[src/rtl/dcd_pkg.sv]
// shared types, codes and helpers of the debug command decoder
`default_nettype none

package dcd_pkg;

    localparam int REG_BYTES = 64;
    localparam int ADDR_BITS = 32;
    localparam int QUEUE_DEPTH = 4;

    typedef enum logic [2:0] {
        PH_CMD,
        PH_ADDR,
        PH_LEN,
        PH_DATA,
        PH_ZTYPE,
        PH_ZCOMMA,
        PH_SKIP
    } dcd_phase_t;

    typedef enum logic [3:0] {
        K_QUERY,
        K_TOGGLE,
        K_RREGS,
        K_WREGS,
        K_RMEM,
        K_WMEM,
        K_CONT,
        K_STEP,
        K_KILL,
        K_ADDBRK,
        K_DELBRK,
        K_DELALL,
        K_UNKNOWN
    } dcd_kind_t;

    typedef enum logic [1:0] {
        ST_OK,
        ST_MALFORMED,
        ST_BAD_WRITE,
        ST_BAD_TYPE
    } dcd_status_t;

    typedef struct packed {
        dcd_kind_t   kind;
        logic [31:0] address;
        logic [31:0] length;
        logic        address_present;
        dcd_status_t status;
        logic [7:0]  data_byte;
        logic        is_data;
        logic        done;
    } dcd_result_t;

    typedef struct packed {
        logic        data_valid;
        logic        sum_valid;
        dcd_result_t data_res;
        dcd_result_t sum_res;
    } dcd_push_t;

    // bit 4 set when the character is a hex digit, low bits hold its value
    function automatic logic [4:0] hex_decode(input logic [7:0] ch);
        logic [4:0] r;
        r = 5'd0;
        if (ch >= 8'h61 && ch <= 8'h66)
            r = {1'b1, 4'(ch - 8'h57)};
        else if (ch >= 8'h30 && ch <= 8'h39)
            r = {1'b1, 4'(ch - 8'h30)};
        else if (ch >= 8'h41 && ch <= 8'h46)
            r = {1'b1, 4'(ch - 8'h37)};
        return r;
    endfunction

endpackage

`default_nettype wire

[src/rtl/dcd_parser.sv]
// per-character parse state and result generation
`default_nettype none

module dcd_parser
    import dcd_pkg::*;
(
    input  wire logic       clk,
    input  wire logic       rst_n,
    input  wire logic       accept,
    input  wire logic [7:0] char_in,
    input  wire logic       last_char,
    output dcd_push_t       push
);

    localparam logic [7:0] CH_QUERY  = 8'h3f;
    localparam logic [7:0] CH_TOGGLE = 8'h64;
    localparam logic [7:0] CH_KILL   = 8'h6b;
    localparam logic [7:0] CH_RREGS  = 8'h67;
    localparam logic [7:0] CH_WREGS  = 8'h47;
    localparam logic [7:0] CH_RMEM   = 8'h6d;
    localparam logic [7:0] CH_WMEM   = 8'h4d;
    localparam logic [7:0] CH_CONT   = 8'h63;
    localparam logic [7:0] CH_STEP   = 8'h73;
    localparam logic [7:0] CH_ADDBRK = 8'h5a;
    localparam logic [7:0] CH_DELBRK = 8'h7a;
    localparam logic [7:0] CH_COMMA  = 8'h2c;
    localparam logic [7:0] CH_COLON  = 8'h3a;

    dcd_phase_t             phase_reg, phase_step, phase_next;
    dcd_kind_t              kind_reg, kind_step, kind_next;
    logic [ADDR_BITS-1:0]   address_reg, address_step, address_next;
    logic [31:0]            length_reg, length_step, length_next;
    logic                   digit_seen_reg, digit_seen_step, digit_seen_next;
    logic                   len_seen_reg, len_seen_step, len_seen_next;
    logic [3:0]             high_nibble_reg, high_nibble_step, high_nibble_next;
    logic                   pending_reg, pending_step, pending_next;
    logic [31:0]            bytes_reg, bytes_step, bytes_next;
    dcd_status_t            error_reg, error_step, error_next;

    logic [4:0]             hex;
    logic                   is_hex;
    logic [7:0]             nib_val;
    logic                   data_out;
    logic [7:0]             data_byte;
    logic                   brk;
    dcd_status_t            final_status;

    assign hex     = hex_decode(char_in);
    assign is_hex  = hex[4];
    assign nib_val = is_hex ? {4'd0, hex[3:0]} : 8'hff;
    assign brk     = (kind_reg == K_ADDBRK) || (kind_reg == K_DELBRK);

    // one character of parsing
    always_comb
    begin
        phase_step       = phase_reg;
        kind_step        = kind_reg;
        address_step     = address_reg;
        length_step      = length_reg;
        digit_seen_step  = digit_seen_reg;
        len_seen_step    = len_seen_reg;
        high_nibble_step = high_nibble_reg;
        pending_step     = pending_reg;
        bytes_step       = bytes_reg;
        error_step       = error_reg;
        data_out         = 1'b0;
        data_byte        = 8'd0;
        unique case (phase_reg)
            PH_CMD:
            begin
                phase_step = PH_SKIP;
                error_step = ST_OK;
                unique case (char_in)
                    CH_QUERY:  kind_step = K_QUERY;
                    CH_TOGGLE: kind_step = K_TOGGLE;
                    CH_KILL:   kind_step = K_KILL;
                    CH_RREGS:
                    begin
                        kind_step   = K_RREGS;
                        length_step = 32'(REG_BYTES);
                    end
                    CH_WREGS:
                    begin
                        kind_step   = K_WREGS;
                        length_step = 32'(REG_BYTES);
                        phase_step  = PH_DATA;
                    end
                    CH_RMEM:
                    begin
                        kind_step  = K_RMEM;
                        phase_step = PH_ADDR;
                    end
                    CH_WMEM:
                    begin
                        kind_step  = K_WMEM;
                        phase_step = PH_ADDR;
                    end
                    CH_CONT:
                    begin
                        kind_step  = K_CONT;
                        phase_step = PH_ADDR;
                    end
                    CH_STEP:
                    begin
                        kind_step  = K_STEP;
                        phase_step = PH_ADDR;
                    end
                    CH_ADDBRK:
                    begin
                        kind_step  = K_ADDBRK;
                        phase_step = PH_ZTYPE;
                    end
                    CH_DELBRK:
                    begin
                        kind_step  = K_DELBRK;
                        phase_step = PH_ZTYPE;
                    end
                    default:   kind_step = K_UNKNOWN;
                endcase
            end
            PH_ADDR:
            begin
                priority if (is_hex)
                begin
                    address_step    = {address_reg[ADDR_BITS-5:0], hex[3:0]};
                    digit_seen_step = 1'b1;
                end
                else if (kind_reg == K_CONT || kind_reg == K_STEP)
                begin
                    phase_step = PH_SKIP;
                    error_step = ST_OK;
                end
                else if (digit_seen_reg && char_in == CH_COMMA)
                    phase_step = PH_LEN;
                else
                begin
                    phase_step = PH_SKIP;
                    error_step = (kind_reg == K_WMEM) ? ST_BAD_WRITE : ST_MALFORMED;
                end
            end
            PH_LEN:
            begin
                priority if (is_hex)
                begin
                    length_step   = {length_reg[27:0], hex[3:0]};
                    len_seen_step = 1'b1;
                end
                else if (kind_reg == K_RMEM)
                begin
                    phase_step = PH_SKIP;
                    error_step = len_seen_reg ? ST_OK : ST_MALFORMED;
                end
                else if (kind_reg == K_WMEM)
                begin
                    if (len_seen_reg && char_in == CH_COLON)
                        phase_step = PH_DATA;
                    else
                    begin
                        phase_step = PH_SKIP;
                        error_step = ST_BAD_WRITE;
                    end
                end
                else if (brk && len_seen_reg)
                begin
                    phase_step = PH_SKIP;
                    error_step = (length_reg == 32'd1) ? ST_OK : ST_BAD_WRITE;
                end
                else
                begin
                    phase_step = PH_SKIP;
                    error_step = ST_MALFORMED;
                end
            end
            PH_DATA:
            begin
                if (bytes_reg < length_reg)
                begin
                    if (!pending_reg)
                    begin
                        high_nibble_step = nib_val[3:0];
                        pending_step     = 1'b1;
                    end
                    else
                    begin
                        pending_step = 1'b0;
                        bytes_step   = bytes_reg + 32'd1;
                        data_out     = 1'b1;
                        data_byte    = {high_nibble_reg, 4'd0} + nib_val;
                    end
                end
            end
            PH_ZTYPE:
            begin
                priority if (char_in == CH_DELBRK && kind_reg == K_DELBRK)
                begin
                    kind_step  = K_DELALL;
                    phase_step = PH_SKIP;
                    error_step = ST_OK;
                end
                else if (is_hex && hex[3:0] == 4'd0)
                    phase_step = PH_ZCOMMA;
                else
                begin
                    phase_step = PH_SKIP;
                    error_step = ST_BAD_TYPE;
                end
            end
            PH_ZCOMMA:
            begin
                if (char_in == CH_COMMA)
                    phase_step = PH_ADDR;
                else
                begin
                    phase_step = PH_SKIP;
                    error_step = ST_MALFORMED;
                end
            end
            default:
            begin
            end
        endcase
    end

    // packet status from the state left by the final character
    always_comb
    begin
        final_status = ST_OK;
        unique case (phase_step)
            PH_ADDR:
            begin
                priority if (kind_step == K_CONT || kind_step == K_STEP)
                    final_status = ST_OK;
                else if (kind_step == K_WMEM)
                    final_status = ST_BAD_WRITE;
                else
                    final_status = ST_MALFORMED;
            end
            PH_LEN:
            begin
                priority if (kind_step == K_RMEM)
                    final_status = len_seen_step ? ST_OK : ST_MALFORMED;
                else if (kind_step == K_WMEM)
                    final_status = ST_BAD_WRITE;
                else if (!len_seen_step)
                    final_status = ST_MALFORMED;
                else
                    final_status = (length_step == 32'd1) ? ST_OK : ST_BAD_WRITE;
            end
            PH_ZTYPE:  final_status = ST_BAD_TYPE;
            PH_ZCOMMA: final_status = ST_MALFORMED;
            PH_SKIP:   final_status = error_step;
            default:   final_status = ST_OK;
        endcase
    end

    // results of the accepted transaction
    always_comb
    begin
        push.data_valid               = accept && data_out;
        push.sum_valid                = accept && last_char;
        push.data_res.kind            = kind_step;
        push.data_res.address         = 32'(address_step);
        push.data_res.length          = length_step;
        push.data_res.address_present = digit_seen_step;
        push.data_res.status          = ST_OK;
        push.data_res.data_byte       = data_byte;
        push.data_res.is_data         = 1'b1;
        push.data_res.done            = 1'b0;
        push.sum_res.kind             = kind_step;
        push.sum_res.address          = 32'(address_step);
        push.sum_res.length           = length_step;
        push.sum_res.address_present  = digit_seen_step;
        push.sum_res.status           = final_status;
        push.sum_res.data_byte        = 8'd0;
        push.sum_res.is_data          = 1'b0;
        push.sum_res.done             = 1'b1;
    end

    // next state: back to the command letter after each packet
    always_comb
    begin
        phase_next       = phase_reg;
        kind_next        = kind_reg;
        address_next     = address_reg;
        length_next      = length_reg;
        digit_seen_next  = digit_seen_reg;
        len_seen_next    = len_seen_reg;
        high_nibble_next = high_nibble_reg;
        pending_next     = pending_reg;
        bytes_next       = bytes_reg;
        error_next       = error_reg;
        if (accept && last_char)
        begin
            phase_next       = PH_CMD;
            kind_next        = K_QUERY;
            address_next     = '0;
            length_next      = 32'd0;
            digit_seen_next  = 1'b0;
            len_seen_next    = 1'b0;
            high_nibble_next = 4'd0;
            pending_next     = 1'b0;
            bytes_next       = 32'd0;
            error_next       = ST_OK;
        end
        else if (accept)
        begin
            phase_next       = phase_step;
            kind_next        = kind_step;
            address_next     = address_step;
            length_next      = length_step;
            digit_seen_next  = digit_seen_step;
            len_seen_next    = len_seen_step;
            high_nibble_next = high_nibble_step;
            pending_next     = pending_step;
            bytes_next       = bytes_step;
            error_next       = error_step;
        end
    end

    always_ff @(posedge clk or negedge rst_n)
    begin
        if (!rst_n)
        begin
            phase_reg       <= PH_CMD;
            kind_reg        <= K_QUERY;
            address_reg     <= '0;
            length_reg      <= 32'd0;
            digit_seen_reg  <= 1'b0;
            len_seen_reg    <= 1'b0;
            high_nibble_reg <= 4'd0;
            pending_reg     <= 1'b0;
            bytes_reg       <= 32'd0;
            error_reg       <= ST_OK;
        end
        else
        begin
            phase_reg       <= phase_next;
            kind_reg        <= kind_next;
            address_reg     <= address_next;
            length_reg      <= length_next;
            digit_seen_reg  <= digit_seen_next;
            len_seen_reg    <= len_seen_next;
            high_nibble_reg <= high_nibble_next;
            pending_reg     <= pending_next;
            bytes_reg       <= bytes_next;
            error_reg       <= error_next;
        end
    end

    a_back_to_cmd: assert property (@(posedge clk) disable iff (!rst_n)
        accept && last_char |=> phase_reg == PH_CMD && !pending_reg)
        else $error("parser did not return to command letter after packet end");

    a_data_in_phase: assert property (@(posedge clk) disable iff (!rst_n)
        push.data_valid |-> phase_reg == PH_DATA && pending_reg)
        else $error("data byte produced outside a data pair");

    a_bytes_bound: assert property (@(posedge clk) disable iff (!rst_n)
        bytes_reg <= length_reg)
        else $error("more data bytes emitted than the length allows");

endmodule

`default_nettype wire

[src/rtl/dcd_out_queue.sv]
// small result queue taking up to two results per transaction
`default_nettype none

module dcd_out_queue
    import dcd_pkg::*;
(
    input  wire logic  clk,
    input  wire logic  rst_n,
    input  wire dcd_push_t push,
    output logic       space_ok,
    output logic       out_valid,
    input  wire logic  out_ready,
    output dcd_result_t out_res
);

    localparam int PTR_BITS = $clog2(QUEUE_DEPTH);
    localparam int CNT_BITS = PTR_BITS + 1;

    dcd_result_t          mem [QUEUE_DEPTH];
    logic [PTR_BITS-1:0]  wr_ptr_reg, wr_ptr_next;
    logic [PTR_BITS-1:0]  rd_ptr_reg, rd_ptr_next;
    logic [CNT_BITS-1:0]  count_reg, count_next;
    logic [CNT_BITS-1:0]  n_push;
    logic                 pop;

    assign n_push    = CNT_BITS'(push.data_valid) + CNT_BITS'(push.sum_valid);
    assign pop       = out_valid && out_ready;
    assign out_valid = count_reg != '0;
    assign out_res   = mem[rd_ptr_reg];
    assign space_ok  = count_reg <= CNT_BITS'(QUEUE_DEPTH - 2);

    always_comb
    begin
        wr_ptr_next = wr_ptr_reg + PTR_BITS'(n_push);
        rd_ptr_next = rd_ptr_reg + PTR_BITS'(pop);
        count_next  = count_reg + n_push - CNT_BITS'(pop);
    end

    always_ff @(posedge clk)
    begin
        if (push.data_valid)
            mem[wr_ptr_reg] <= push.data_res;
        if (push.sum_valid && push.data_valid)
            mem[wr_ptr_reg + PTR_BITS'(1)] <= push.sum_res;
        else if (push.sum_valid)
            mem[wr_ptr_reg] <= push.sum_res;
    end

    always_ff @(posedge clk or negedge rst_n)
    begin
        if (!rst_n)
        begin
            wr_ptr_reg <= '0;
            rd_ptr_reg <= '0;
            count_reg  <= '0;
        end
        else
        begin
            wr_ptr_reg <= wr_ptr_next;
            rd_ptr_reg <= rd_ptr_next;
            count_reg  <= count_next;
        end
    end

endmodule

`default_nettype wire

[src/rtl/debug_command_decoder.sv]
// top level of the debug command decoder
// Takes one payload character of a debugger command packet per transaction on s_axis,
// with tlast on the final character, and can take one every cycle while s_axis_tready is
// high. Data bytes of register and memory writes appear on m_axis with tuser set; the
// packet summary (class, address, length, address presence, status) follows with tlast
// set. A result is written into the queue when its character is taken. Results wait in a
// four-entry queue; s_axis_tready stays high while at most two results are waiting, so a
// stalled m_axis side holds the input back once three results are queued.
`default_nettype none

module debug_command_decoder
    import dcd_pkg::*;
(
    input  wire logic        clk,
    input  wire logic        rst_n,
    input  wire logic        s_axis_tvalid,
    output logic             s_axis_tready,
    input  wire logic [7:0]  s_axis_tdata,   // char_in
    input  wire logic        s_axis_tlast,   // last_char
    output logic             m_axis_tvalid,
    input  wire logic        m_axis_tready,
    output logic [79:0]      m_axis_tdata,   // command_kind, address, length,
                                             // address_present, status, data_byte, pad
    output logic             m_axis_tuser,   // is_data
    output logic             m_axis_tlast    // done_res
);

    dcd_push_t   push;
    dcd_result_t out_res;
    logic        accept;

    assign accept = s_axis_tvalid && s_axis_tready;

    dcd_parser u_parser (
        .clk       (clk),
        .rst_n     (rst_n),
        .accept    (accept),
        .char_in   (s_axis_tdata),
        .last_char (s_axis_tlast),
        .push      (push)
    );

    dcd_out_queue u_queue (
        .clk       (clk),
        .rst_n     (rst_n),
        .push      (push),
        .space_ok  (s_axis_tready),
        .out_valid (m_axis_tvalid),
        .out_ready (m_axis_tready),
        .out_res   (out_res)
    );

    assign m_axis_tdata = {1'b0, out_res.data_byte, out_res.status,
                           out_res.address_present, out_res.length,
                           out_res.address, out_res.kind};
    assign m_axis_tuser = out_res.is_data;
    assign m_axis_tlast = out_res.done;

endmodule

`default_nettype wire

[config.mk]
export PLATFORM = sky130hd
export DESIGN_NAME = debug_command_decoder
export DESIGN_NICKNAME = d
export VERILOG_FILES = /design/src/rtl/dcd_pkg.sv /design/src/rtl/dcd_parser.sv /design/src/rtl/dcd_out_queue.sv /design/src/rtl/debug_command_decoder.sv
export SDC_FILE = /design/constraint.sdc
export NUM_CORES = 1
export LEC_CHECK = 0
export BUFFER_PORTS_ARGS = -buffer_cell sky130_fd_sc_hd__buf_2
export CORE_MARGIN = 2
export CORE_UTILIZATION = 40
export DETAILED_ROUTE_END_ITERATION = 8
export GPL_ROUTABILITY_DRIVEN = 0
export HOLD_SLACK_MARGIN = 0.03
export PLACE_DENSITY = 0.61
export SYNTH_ARGS = -nofsm -noshare
export SYNTH_HDL_FRONTEND = slang
export SYNTH_SLANG_ARGS = --single-unit
export TNS_END_PERCENT = 10
[constraint.sdc]
create_clock -name clk -period 4.7 [get_ports clk]
set_input_delay 0.705 -clock clk [delete_from_list [all_inputs] [get_ports clk]]
set_output_delay 0.705 -clock clk [all_outputs]
set_load 0.02 [all_outputs]
# --- Yosys cells after proc, flatten, opt, wreduce, memory -nomap -nowiden ---
# Memories as Yosys holds them, arrays and structs flattened.
# Index checks and enable logic that the tools add are counted.
word_totals:
  latch_bits: 0
  register_bits: 119
  elab_cells: 193
  ram_bits: 324
  mem_count: 1
  romBits: 0
  output_inout_bits: 84
classes:
  n_mul: 0
  n_mux: 94
  magnitude_cmp: 8
  shift: 0
  reduce_logical: 29
  n_div: 0
  n_eq_ne: 36
  n_bitwise: 1
  addsub: 11
memory_table:
  columns: ["memory", "depth", "word_bits", "read_ports", "rd_ports_with_merged_regs", "write_ports", "line_no", "text"]
  rows:
  - ["u_queue.mem", 4, 81, 1, 0, 2, "dcd_out_queue.sv:19", "dcd_result_t mem [QUEUE_DEPTH];"]
op_table:
  columns: ["cell", "count"]
  rows:
  - ["32-bit 2-to-1 mux", 13]
  - ["81-bit 2-to-1 mux", 1]
  - ["8-bit by 7-bit equality test with 1-bit output, second input constant", 10]
  - ["32-bit by 1-bit equality test with 1-bit output, second input constant", 2]
  - ["32-bit one-hot mux with 2 select lines", 1]
  - ["2-bit 2-to-1 mux", 22]
  - ["4-bit one-hot mux with 11 select lines", 1]
  - ["3-bit 2-to-1 mux", 11]
  - ["32-bit by 1-bit adder with 32-bit output, second input constant", 1]
  - ["4-bit by 3-bit equality test with 1-bit output, second input constant", 8]
  - ["32-bit less-than comparator", 1]
  - ["4-bit 2-to-1 mux", 8]
  - ["8-bit 2-to-1 mux", 4]
  - ["1-bit 2-to-1 mux", 25]
  - ["8-bit by 6-bit equality test with 1-bit output, second input constant", 3]
  - ["2-bit one-hot mux with 5 select lines", 2]
  - ["8-bit by 7-bit greater-or-equal comparator with 1-bit output, second input constant", 2]
  - ["8-bit by 7-bit less-or-equal comparator with 1-bit output, second input constant", 2]
  - ["3-bit equality test, second input constant", 5]
  - ["5-bit 2-to-1 mux", 3]
  - ["3-bit one-hot mux with 5 select lines", 1]
  - ["1-bit logical AND", 13]
  - ["3-bit by 2-bit equality test with 1-bit output, second input constant", 3]
  - ["3-bit one-hot mux with 3 select lines", 1]
  - ["other kinds (26)", 36]

# --- Longest topological paths before layout ---
# Gate-level depths: netlist of the first run.
depth:
  word_depth: 14
  ltp_mapped: 18

# --- Cells and area by module ---
# Synthesis of the first run repeated with hierarchy kept, for this count alone.
hier_totals:
  cells_unflattened: 2210
  area_unflattened_um2: 25862.3
modules_own_cells:
  columns: ["module", "n_inst", "seq_area_each_um2", "cells_each", "area_each_um2"]
  rows:
  - ["dcd_out_queue", 1, 9904.5, 1228, 17525.6]
  - ["dcd_parser", 1, 2802.7, 979, 8319.2]
  - ["debug_command_decoder", 1, 0.0, 3, 17.5]

# --- Least setup slack after synthesis of the first run ---
# OpenSTA, ideal clock, no wires.
synth_path:
  path_kind: "register to register"
  startpoint: "register u_parser.bytes_reg[9]"
  endpoint: "memory u_queue.mem[1][10] (netlist name) (enable)"
  path_stages_with_launch: 17
  path_slack_ns: -0.445
  arrival_ns: 4.720
  period_less_slack_ns: 5.145
  cell_sequence: "dfrtp_1 -> ha_1 -> a21o_1 -> a21o_1 -> a211oi_1 -> o21ai_0 -> a41o_1 -> a21oi_1 -> nand2_1 -> ha_1 -> clkbuf_1 -> a21oi_1 -> nand2b_1 -> clkbuf_1 -> clkbuf_1 -> buf_1 -> inv_1"
synth_lines:
  columns: ["element", "line_no", "text"]
  rows:
  - ["start: declaration", "dcd_parser.sv:37", "logic [31:0] bytes_reg, bytes_step, bytes_next;"]
  - ["start signal: assignment", "dcd_parser.sv:345", "bytes_reg <= bytes_next;"]
  - ["end: declaration", "dcd_out_queue.sv:19", null]

==> results.toml, run 1 <==
[yosys]
synth-seq-cells = 443
synth.area.top_cells = "edfxtp_1, dfrtp_1, mux4_2"
synth_edf_count = 284
synth_area_um2 = 21300
synth_cell_type_count = 80
synth_top_area_share_pct = 40.1
avgSynthCellArea_um2 = 12.2
synth-warning-count = 0
synth_cells = 1748
async_reset_ff_share_pct = 26.9
synth_most_common_cell = "nor2_1"
synth.net_count = 1811
yosysSeqAreaShare_pct = 57.9
synthFlopType = "edfxtp_1"
synth_common_cells = "nor2_1, edfxtp_1, dfrtp_1, clkbuf_1, mux4_2"
yosysTopAreaCell = "edfxtp_1"

[grt]
grt_max_degree = 78
overflow = 0
grt_pass1_vias = 14751
grt_pass1_wl_um = 87200
grt_antenna_before_repair = 0
grt_use_total_pct = 20.1

[critical_path]
critPathLaunchType = "flop"
crit_fanout = 77
cp.arrival_ns = 4.54
path_cells = "inv_1, ha_1, nand3_1, nor3_1, and3_1, nand2_1, o21ai_0, a21oi_1, nand2_1, inv_1, ha_1, nor2_1, a21oi_1, nand2_2, buf_4, nor2_1"
cpMaxStageDelayCell = "buf_4"
r2r_cells = 16
required_ns = 4.98
crit_type = "flop to flop"
slowest_delay_ns = 0.84
end_kind = "flop"

[finish]
stdcell_area_um2 = 24300
largest_reg_flops = 324
top_register = "u_queue.mem"
area_growth_pct = 14.2
drive_above_1_share_pct = 17.8
nNetsFinal = 1872
diodes = 0

[clock_tree]
clkSinkCount = 443
clockBufferDepth = 3
worstSkewPairLatency_ns = 0.59
post_cts_resized = 0
cts-root-buf = "clkbuf_16"
numCtsBuffers = 46
clk_pin_slew_ns = 0.06
cts_setup_buffers = 0
cts_hold_buf = 0
cts_tree = "built"
h-tree-depth = 2

[power_and_ir_drop]
netSwitchingFraction_pct = 36.6
seqPwrFrac_pct = 37.3
p_sw_uw = 5260
ir_worst_vdd_v = 0.000309
power_frac_clock_pct = 28.2
power_density_nw_per_um2 = 591
pwr-share-comb_pct = 34.5
p_leak_uw = 0.00906
p_int_uw = 9110

[floorplanning]
die-area_um2 = 55000
die_w_um = 235
num_rows = 84
coreArea_um2 = 52600
die_y_um = 235
start_util_pct = 40.5
ios = 97

[timing]
max_slew_margin_pct = 27.0
slew_viol_final = 0
layout_min_cycle_time_ns = 4.27
skew_ns = 0.0319
rsz0062_at_grt = "false"
tightest_slew_ns = 1.09
period_share_pct = 90.8
setup_viol = 0
fin_tns_setup_ns = 0
hold_viol_final = 0
fmax_ghz = 0.234

[route]
drt-total-wl_um = 56300
postRouteAntennaNets = 0
dr.first_iter.drc_count = 1314
first_pass_iters = 8
avgViaCountPerCell = 5.93
drcViolationCount = 0
routedWlPerCell_um = 22.2
vias = 15029

[run_status]
outcome = "completed"

[worst_hold_path]
hold_path_class = "primary input to async pin"

[place]
placed_area_um2 = 22600
port_buffers = 95
hpwlAfterDp_um = 34600

[flow_run]
drv_cap = 0
==> layer usage <==
metal,wire (um),GRT usage [%]
met5,0,0
met4,1850,7.21
met3,3430,3.22
met2,26700,32.0
met1,24300,27.9
==> cells by family (layout without fill, tap and decap cells) <==
kind of cell / after synthesis / in the layout / share of synthesized area (%)
simple gates: 578 / 578 / 12.7
flops: 443 / 443 / 57.9
compound gates: 359 / 359 / 12.1
buf+inv: 184 / 282 / 3.37
mux: 123 / 123 / 10.6
fa+ha+maj: 50 / 50 / 3.01
xor+xnor: 10 / 10 / 0.412
other cells: 1 / 1 / 0.0176
==> through the flow <==
stage	cells	util [%]	hold WS, ns	total power, uW	worst slack, ns
CTS	2534	46.2	0.214	14500	0.461
floorplan	1748	-	0.409	8670	-0.400
global placement	2449	43.0	0.430	10400	0.400
finish	2534	46.2	0.215	14400	0.430
global route	2534	46.2	0.257	15000	0.110
detailed placement	2449	43.0	0.448	10400	0.379
==> area by class of cell <==
type | instances | area [um^2]
timing repair buffer | 135 | 891
multi-input combinational | 1121 | 8300
tap | 688 | 861
clock inverter | 22 | 372
inverter | 62 | 244
clock buffer | 63 | 1310
fill | 4710 | 28300
sequential | 443 | 12300
==> placed cells by master, fill, tap and decap left out, types with 11 or more instances in the layout <==
cell,Yosys,routed
dfxtp_1,40,40
nor2_1,322,322
mux4_2,81,81
nor3_1,23,23
a21o_1,20,20
nand2_1,61,60
and3_1,11,11
o22ai_1,42,42
a21oi_1,68,65
a22oi_1,28,28
mux2i_1,41,41
dfrtp_1,119,117
buf_4,1,32
or4_1,21,21
a32o_1,29,29
clkbuf_16,0,48
nand4_1,18,18
ha_1,48,48
buf_2,0,94
o21ai_0,42,42
edfxtp_1,284,284
inv_1,62,58
o31ai_1,21,21
a22o_1,29,29
nand3_1,38,38
==> worst paths after layout <==
kind,from,to,slack [ns]
worst max-delay path,u_parser.length_reg[31]$_DFFE_PN0P_,u_queue.mem[3][49]$_DFFE_PP_,0.43
worst min-delay path,rst_n,u_parser.bytes_reg[3]$_DFFE_PN0P_,0.22
worst max register to register,u_parser.length_reg[31]$_DFFE_PN0P_,u_queue.mem[3][49]$_DFFE_PP_,0.43
worst min register to register,u_queue.mem[0][8]$_SDFFE_PP0P_,u_queue.mem[0][8]$_SDFFE_PP0P_,0.45
max in group asynchronous,rst_n,u_parser.address_reg[18]$_DFFE_PN0P_,3.49
min in group clk,u_queue.mem[0][8]$_SDFFE_PP0P_,u_queue.mem[0][8]$_SDFFE_PP0P_,0.45
==> power groups by stage <==
stage	combinational, uW	clock (uW)	sequential (uW)
after floorplan	3570	0	5100
after global placement	4960	0	5410
after detailed placement	4990	0	5430
after CTS	5020	4110	5360
after global routing	5330	4260	5430
final	4960	4050	5360
==> worst max-delay path: cells and delay by family, from the launching register on <==
family	cells	cell delay (ns)
AO/OA/AOI/OAI	3	0.57
flip-flops	1	0.37
adder cells (fa/ha/maj)	2	0.54
buffers and inverters	3	1.00
AND/OR/NAND/NOR	8	1.39
(Power assumes the default switching activity.)
==> run 2: changes to the inputs <==
==> constraint.sdc (replaced) <==
create_clock -name clk -period 4.7 [get_ports clk]
set_input_delay 0.705 -clock clk [delete_from_list [all_inputs] [get_ports clk]]
set_output_delay 0.705 -clock clk [all_outputs]
set_load 0.1 [all_outputs]
==> results.toml, run 2 (synthesis gave the netlist of run 1 again) <==
[finish]
drive_above_1_share_pct = 17.4
top_register = "u_queue.mem"
area_growth_pct = 13.2
final_cells = 2538
multi_input_area_um2 = 8300
mostFrequentLayoutCells = "nor2_1, edfxtp_1, dfrtp_1, buf_2, mux4_2"
nFillCells = 4749
largest_reg_flops = 324
final_common_cell = "nor2_1"
nNetsFinal = 1873
seq_area_um2 = 12300

[grt]
grt_pass1_wl_um = 89100
overflow = 0
grt_max_degree = 78
grt_use_total_pct = 20.3
grt_antenna_before_repair = 2
grt_pass1_vias = 15019

[timing]
period_share_pct = 87.3
tightest_slew_ns = 1.04
rsz0062_at_grt = "false"
layout_min_cycle_time_ns = 4.10
setup_viol = 0
fmax_ghz = 0.244
fin_ws_ns = 0.598
hold_viol_final = 0
max_slew_margin_pct = 30.3
slew_viol_final = 0
skew_ns = 0.0220

[critical_path]
required_ns = 4.93
r2r_cells = 16
crit_type = "flop to flop"
r2r-start = "u_parser.length_reg[9]$_DFFE_PN0P_"
crit_fanout = 23
cp.arrival_ns = 4.33
ff2ff_setup_slack_ns = 0.60
critPathLaunchType = "flop"
end_kind = "flop"
worst_r2r_endpoint = "u_queue.mem[3][55]$_DFFE_PP_"

[power_and_ir_drop]
ir_worst_vdd_v = 0.000461
p_leak_uw = 0.00897
power_density_nw_per_um2 = 688

[clock_tree]
h-tree-depth = 2
clkSinkCount = 443
cts-root-buf = "clkbuf_16"
numCtsBuffers = 46
cts_setup_buffers = 0
clk_pin_slew_ns = 0.06
cts_tree = "built"
post_cts_resized = 0
worstSkewPairLatency_ns = 0.58
clockBufferDepth = 3
cts_hold_buf = 0

[floorplanning]
coreArea_um2 = 52600
die_y_um = 235
die_w_um = 235
ios = 97
num_rows = 84
start_util_pct = 40.5
die-area_um2 = 55000

[place]
hpwlAfterDp_um = 34600
dpl.cell_count = 2450
port_buffers = 95
pre_cts_slack_ns = 0.495

[route]
routedWlPerCell_um = 22.2
dr.first_iter.drc_count = 1325
drcViolationCount = 0
drt-total-wl_um = 56400
avgViaCountPerCell = 5.95
first_pass_iters = 7
vias = 15105
postRouteAntennaNets = 0

[worst_hold_path]
hold_path_class = "primary input to async pin"

[run_status]
outcome = "completed"

[flow_run]
drv_cap = 0
run 2: cell types whose count changed in the layout (fill, tap and decap cells not counted), sizes merged:
cell | previous run | this run
clkinv | 7 | 18
diode | 0 | 2
inv | 60 | 64
clkbuf | 63 | 59
clkinvlp | 7 | 5
buf | 135 | 136
bufinv | 10 | 2
run 2: worst max-delay path, stage by stage, from the launching register on:
cell and delay, ns:
dfrtp_1 0.40, inv_1 0.10, ha_1 0.30, a21o_1 0.19, a21o_1 0.17, a211oi_1 0.21
o21ai_0 0.12, a41o_1 0.26, a21oi_1 0.28, nand2_1 0.17, inv_1 0.14, ha_1 0.27
nor2_1 0.11, a21oi_1 0.33, nand2_2 0.16, clkinvlp_4 0.17, buf_4 0.37
run 2: through the flow:
stage	TNS [ns]	instance area (um^2)	hold WS (ns)	power, uW	util, %
after floorplan	-63.87	21300	0.409	11400	-
after global placement	0	22600	0.433	13100	43.1
after detailed placement	0	22600	0.445	13200	43.1
after CTS	0	24100	0.331	16700	45.8
after global routing	0	24100	0.378	17300	45.8
final	0	24100	0.294	16600	45.8
run 2: cell type report:
| cell class | count | area share, % |
|---|---|---|
| Antenna cell | 2 | 0.0208 |
| Clock buffer | 59 | 5.15 |
| Clock inverter | 27 | 0.857 |
| Inverter | 62 | 0.998 |
| Multi-Input combinational cell | 1121 | 34.5 |
| Sequential cell | 443 | 51.1 |
| Tap cell | 688 | 3.58 |
| Timing Repair Buffer | 136 | 3.78 |
run 2: worst max path at each step:
stage | from | endpoint | slack, ns
4_1_cts | u_parser.length_reg[9]$_DFFE_PN0P_ | u_queue.mem[3][72]$_DFFE_PP_ | 0.60
3_3_place_gp | s_axis_tdata[3] | u_queue.mem[1][10]$_DFFE_PP_ | 0.60
5_1_grt | u_parser.phase_reg[0]$_DFFE_PN0P_ | u_queue.mem[3][72]$_DFFE_PP_ | 0.22
3_5_place_dp | s_axis_tdata[3] | u_queue.mem[1][10]$_DFFE_PP_ | 0.50
2_1_floorplan | u_queue.count_reg[0]$_DFF_PN0_ | u_queue.mem[0][10]$_DFFE_PP_ | -0.45
6_report | u_parser.length_reg[9]$_DFFE_PN0P_ | u_queue.mem[3][55]$_DFFE_PP_ | 0.60
run 2: where the power goes:
part	internal, uW	switching [uW]
clock network	1990	1530
registers	4840	501
logic	1780	5930
total	8610	7960
run 2: layer usage:
metal / part of all wire, % / track usage [%]
met1: 44 / 28.6
met2: 48 / 33.1
met3: 5.9 / 2.89
met4: 2.2 / 5.29
met5: 0.020 / 0
==> run 3: changes to the inputs <==
- MAX_ROUTING_LAYER: default -> met4
==> results.toml, run 3 (synthesis gave the netlist of run 1 again) <==
[run_status]
outcome = "completed"

[place]
dpl.cell_count = 2450
pre_cts_slack_ns = 0.495
hpwlAfterDp_um = 34600
port_buffers = 95

[power_and_ir_drop]
power_density_nw_per_um2 = 689
ir_worst_vdd_v = 0.000461
p_leak_uw = 0.00897

[grt]
grt_antenna_before_repair = 2
grt_use_total_pct = 20.9
grt_max_degree = 78
grt_pass1_vias = 15005
overflow = 0
grt_pass1_wl_um = 89100

[critical_path]
critPathLaunchType = "flop"
worst_r2r_endpoint = "u_queue.mem[3][72]$_DFFE_PP_"
required_ns = 4.92
crit_fanout = 23
cp.arrival_ns = 4.31
ff2ff_setup_slack_ns = 0.60
r2r-start = "u_parser.length_reg[9]$_DFFE_PN0P_"
r2r_cells = 16
end_kind = "flop"
crit_type = "flop to flop"

[flow_run]
drv_cap = 0

[finish]
mostFrequentLayoutCells = "nor2_1, edfxtp_1, dfrtp_1, buf_2, mux4_2"
drive_above_1_share_pct = 17.4
largest_reg_flops = 324
area_growth_pct = 13.2
final_cells = 2539
final_common_cell = "nor2_1"
nNetsFinal = 1873
top_register = "u_queue.mem"
final_util_pct = 45.8

[timing]
max_slew_margin_pct = 30.6
hold_viol_final = 0
fin_ws_ns = 0.602
skew_ns = 0.0235
fmax_ghz = 0.244
setup_viol = 0
hold_slack_ns = 0.301
period_share_pct = 87.2
tightest_slew_ns = 1.04
rsz0062_at_grt = "false"
layout_min_cycle_time_ns = 4.10
slew_viol_final = 0

[route]
dr.first_iter.drc_count = 1477
drcViolationCount = 0
first_pass_iters = 6
postRouteAntennaNets = 0
drt-total-wl_um = 56500
avgViaCountPerCell = 5.95
routedWlPerCell_um = 22.2
vias = 15110

[clock_tree]
clkSinkCount = 443
h-tree-depth = 2
post_cts_resized = 0
clockBufferDepth = 3
clk_pin_slew_ns = 0.06
cts_tree = "built"
cts-root-buf = "clkbuf_16"
worstSkewPairLatency_ns = 0.57
numCtsBuffers = 46
cts_hold_buf = 0
cts_setup_buffers = 0

[floorplanning]
coreArea_um2 = 52600
die-area_um2 = 55000
start_util_pct = 40.5
ios = 97
die_w_um = 235
num_rows = 84
die_y_um = 235

[worst_hold_path]
hold_path_class = "primary input to async pin"
==> run 3: cell count changes in the layout (fill, tap and decap cells not counted), sizes merged <==
cell and delta:
diode +1
==> run 3: cell type report <==
type	count	area (um^2)
fillers	4750	28500
flip-flops and latches	443	12300
multi-input cells	1121	8300
clock buffers	59	1240
repair buffers	136	911
well taps	688	861
inverters	62	240
clock inverters	27	206
diodes	3	7.51
==> run 3: power by group <==
part	switching [uW]	internal [uW]
combinational	5940	1780
sequential	502	4840
clock	1530	1990
==> run 3: how the worst max path moves through the flow <==
stage / from / end / slack, ns
2_1_floorplan: u_queue.count_reg[0]$_DFF_PN0_ / u_queue.mem[0][10]$_DFFE_PP_ / -0.45
3_3_place_gp: s_axis_tdata[3] / u_queue.mem[1][10]$_DFFE_PP_ / 0.60
3_5_place_dp: s_axis_tdata[3] / u_queue.mem[1][10]$_DFFE_PP_ / 0.50
4_1_cts: u_parser.length_reg[9]$_DFFE_PN0P_ / u_queue.mem[3][72]$_DFFE_PP_ / 0.60
5_1_grt: u_parser.phase_reg[0]$_DFFE_PN0P_ / u_queue.mem[3][72]$_DFFE_PP_ / 0.22
6_report: u_parser.length_reg[9]$_DFFE_PN0P_ / u_queue.mem[3][72]$_DFFE_PP_ / 0.60
==> run 3: layer usage <==
layer	up-vias	track usage, %	part of all wire, %
met5	-	-	0
met4	0	5.24	2.2
met3	97	2.85	6.4
met2	578	33.1	48
met1	7654	28.7	43
li1	6781	-	-
==> run 3: per-stage QoR <==
stage / setup TNS (ns) / power, uW / instance area (um^2)
after floorplan: -63.87 / 11400 / 21300
after global placement: 0 / 13100 / 22600
after detailed placement: 0 / 13200 / 22600
after CTS: 0 / 16700 / 24100
after global routing: 0 / 17300 / 24100
final: 0 / 16600 / 24100
==> run 3: critical path: stages, from the launching register on <==
cell	delay (ns)
dfrtp_1	0.40
inv_1	0.10
ha_1	0.30
a21o_1	0.19
a21o_1	0.17
a211oi_1	0.21
o21ai_0	0.12
a41o_1	0.26
a21oi_1	0.27
nand2_1	0.17
inv_1	0.14
ha_1	0.27
nor2_1	0.11
a21oi_1	0.33
nand2_2	0.16
clkinvlp_4	0.17
buf_4	0.36
